## src/rtl/assert_macros.svh

```systemverilog
// ----------------------------------------------------------------------------
// assert_macros.svh
// Concurrent assertion shorthands for the state-feedback controller RTL.
// Each macro checks on the rising edge of clk and is disabled while rst_n low.
// ----------------------------------------------------------------------------
`ifndef ASSERT_MACROS_SVH
`define ASSERT_MACROS_SVH

// Consequent must hold in the same cycle as the antecedent
`define HSFC_ASSERT_SAME(label, ante, cons, msg) \
    label: assert property (@(posedge clk) disable iff (!rst_n) (ante) |-> (cons)) \
        else $error(msg);

// Consequent must hold in the cycle after the antecedent
`define HSFC_ASSERT_NEXT(label, ante, cons, msg) \
    label: assert property (@(posedge clk) disable iff (!rst_n) (ante) |=> (cons)) \
        else $error(msg);

`endif

```

## src/rtl/hsfc_ram.sv

```systemverilog
// ----------------------------------------------------------------------------
// hsfc_ram
// Generic single-write, single-read RAM with registered read data.
// ----------------------------------------------------------------------------
module hsfc_ram #(
    parameter int WIDTH = 16,
    parameter int DEPTH = 256,
    localparam int AW   = (DEPTH > 1) ? $clog2(DEPTH) : 1
) (
    input  logic             clk,
    input  logic             we,
    input  logic [AW-1:0]    waddr,
    input  logic [WIDTH-1:0] wdata,
    input  logic [AW-1:0]    raddr,
    output logic [WIDTH-1:0] rdata
);

    logic [WIDTH-1:0] mem [DEPTH];

    // Write port
    always_ff @(posedge clk)
    begin
        if (we)
        begin
            mem[waddr] <= wdata;
        end
    end

    // Registered read port
    always_ff @(posedge clk)
    begin
        rdata <= mem[raddr];
    end

endmodule

```

## config.mk

```make
export PLATFORM = sky130hd
export DESIGN_NAME = hsfc_ram
export DESIGN_NICKNAME = d
export VERILOG_FILES = /design/src/rtl/assert_macros.svh /design/src/rtl/hsfc_ram.sv
export SDC_FILE = /design/constraint.sdc
export NUM_CORES = 2
export LEC_CHECK = 0
export BUFFER_PORTS_ARGS = -buffer_cell sky130_fd_sc_hd__buf_2
export CORE_ASPECT_RATIO = 1.25
export CORE_MARGIN = 2
export CORE_UTILIZATION = 57
export DETAILED_ROUTE_END_ITERATION = 8
export GPL_TIMING_DRIVEN = 1
export PLACE_DENSITY = 0.76
export SETUP_SLACK_MARGIN = 0.5
export SLEW_MARGIN = 40
export SYNTH_ARGS = -nofsm -noshare
export SYNTH_HDL_FRONTEND = slang
export SYNTH_SLANG_ARGS = --single-unit
```

## constraint.sdc

```tcl
create_clock -name clk -period 2.31 [get_ports clk]
set_input_delay 0.3465 -clock clk [delete_from_list [all_inputs] [get_ports clk]]
set_output_delay 0.3465 -clock clk [all_outputs]
set_load 0.01 [all_outputs]
```

==> results_dict.tcl <==
set metrics [dict create \
    htree_levels 5 \
    r2r_end "rdata[10]" \
    synthFlopType "edfxtp_1" \
    synth.avg_cell_area_um2 21.6 \
    fin_ws_ns -0.110 \
    cellLeakagePower_nw 60.7 \
    dp_cells 11700 \
    layout_commonest_cell "edfxtp_1" \
    grt_pass1_vias 85000 \
    rsz0062_at_grt "true" \
    relSlewSlack_pct 31.6 \
    reg2reg_depth 6 \
    critPathCapture "rdata[10]" \
    cts.sinks 4112 \
    fp.dieH_um 594 \
    violations "setup timing" \
    row_count 216 \
    startpoint_type "flop" \
    fin_crit_sh_pct 105 \
    clockRootBuffer "clkbuf_16" \
    drc_errors 0 \
    port_buffers 49 \
    p_total_mw 153 \
    cp.required_ns 3.12 \
    rrSetupSlack_ns -0.11 \
    syn_nets 7394 \
    ys_ff_latch 4112 \
    start_util_pct 57.3 \
    cp_max_fo 1 \
    p_per_area_mw_per_mm2 812 \
    grt_max_degree 91 \
    run_status "finished, violations left" \
    ios 50 \
    max_cap_violations 0 \
    critPathLaunch "mem[23][10]" \
    ys_seq_area_share_pct 77.7 \
    fmax_ghz 0.413 \
    die_w_um 476 \
    grt_overflow 0 \
    vias_per_cell 6.80 \
    cts_tree "built" \
    core_area_mm2 0.277 \
    die-area_mm2 0.283 \
    crit_type "reg2reg" \
    r2r_start "mem[23][10]" \
    fin_setup_tns_ns -0.524 \
    drive_above_1_share_pct 32.7 \
    post_drt_wl_per_cell_um 35.1 \
    synth.distinct_cells 52 \
    grt_first_pass_wirelength_mm 615 \
    worstHoldPathType "in2reg" \
    synth_edf_count 4096 \
    final_cells 12400 \
    cts_buffers 370 \
    ys_warn_count 0 \
    grt_usage_pct 30.7 \
    wirelength_mm 435 \
    cp-end-kind "flop" \
    hold_ws_ns 0.143 \
    clkTransAtPathRegs_ns 0.07 \
    setup_viol 12 \
    antenna_found_initial 17 \
    gp_congestion 0.934 \
    insertion_delay_ns 0.92 \
    finalMaxSlewViolations 0 \
    first_iter_violations 12200 \
    cts_max_path_buffers 4 \
    final_net_count 8416 \
    final_cell_mix "4096 x edfxtp_1, 797 x mux4_2, 646 x buf_4, 565 x mux2i_1, 382 x clkbuf_16" \
    vias 84300 \
    syn_inst 7360 \
    firstDrtPassIters 6 \
    hpwl_mm 262 \
    syn-cell-area_mm2 0.159 \
    worst_pin_slew_ns 1.02 \
    detail-route-antenna-nets 0 \
    min_period_ns 2.42 \
    hold_viol_final 0 \
    synth_async_sr_flop_share_pct 0 \
    arrival_ns 3.23 \
    finClkSkew_ns 0.0353 \
    syn_to_final_growth_pct 18.4 \
    ir_drop_v 0.000645 \
]
==> how the worst min path moves through the flow <==
stage                         from     endpoint  slack [ns]  depth (start not counted)
after global placement    wdata[4]  mem[135][4]        0.73                          1
final                     waddr[4]  mem[189][3]        0.14                          3
after detailed placement  wdata[4]  mem[142][4]        0.73                          1
after CTS                 waddr[4]  mem[189][3]        0.10                          3
after floorplan           wdata[0]    mem[0][0]        0.45                          0
after global routing      waddr[5]  mem[189][3]        0.14                          3
==> worst max-delay path, cell delays in order, from the launching register on <==
cell and delay [ns]:
edfxtp_1 0.39, mux4_2 0.50, mux4_2 0.56, a22o_4 0.32
o32ai_4 0.34, buf_4 0.17, nor4_1 0.04
==> cells in the mapped netlist, types with 5 or more instances <==
library cell  instances  share of area (%)
buf_1                27              0.064
a211oi_1             18              0.085
mux2i_1             565                3.6
buf_4                26               0.12
nor2b_1               9              0.035
clkbuf_1            230               0.54
nor2_1              304               0.72
o21ai_0              37               0.12
mux4_2              797                 11
nand2_1              38              0.090
nand3_1              35               0.11
o221ai_1            252                1.4
buf_8                11               0.10
a2111oi_0             6              0.033
a22o_1               32               0.18
mux2_2               88               0.62
a221oi_1             28               0.15
buf_6                77               0.55
nor4_1               17              0.067
o31ai_1              16              0.076
nor3_1               92               0.29
dfxtp_1              16               0.20
a22oi_1              43               0.20
and3_1               11              0.043
o22ai_1             148               0.58
buf_2                76               0.24
nand4_1              26               0.10
buf_12                5              0.063
edfxtp_1           4096                 77
o32ai_1              20               0.11
a21oi_1             175               0.55
a31oi_1               6              0.024
==> sequential cells by signal, indices dropped and copies added (netlist names) <==
signal,count
rdata,16
mem,4096
==> kinds of logic after synthesis <==
kind of cell	synth area share, %
compound gates	3.54
simple gates	1.57
mux	15.5
flops	77.7
buf+inv	1.69
==> layer usage <==
metal  track usage, %  vias up  routed length (um)
li1                 -    33300                   -
met1             39.4    43700              144000
met2             48.1     6079              209000
met3             6.75     1157               50200
met4             18.9       18               31300
met5                0        -                 119
==> area by class of cell <==
class,instances,area [um^2]
clock buffers,458,9870
inverters,4,27.5
repair buffers,1102,13300
well taps,3706,4640
diodes,12,30.0
clock inverters,211,1950
flip-flops and latches,4112,123000
multi-input cells,2792,34700
fillers,16200,89100
==> report_power, final <==
group	switching [mW]	internal (mW)
clock network	26.9	34.1
registers	0.174	82.2
logic	5.59	3.69
total	32.6	120
==> stage by stage <==
stage	util (%)	instance area (um^2)	setup WS, ns
after floorplan	-	160000	-0.0320
after global placement	62.9	174000	-1.28
after detailed placement	62.9	174000	-1.23
after CTS	67.6	187000	-0.116
after global routing	67.8	188000	-0.142
final	67.8	188000	-0.110
==> repair_timing <==
item,in CTS,in global routing
hold buffers,16,0
hold endpoints to repair,537,0
setup buffers,8,7
pin swaps,20,13
gates resized for setup,184,69
cloned,4,3
endpoints found under the setup margin,32,21
Note: power is estimated with default switching activity, not from simulation.
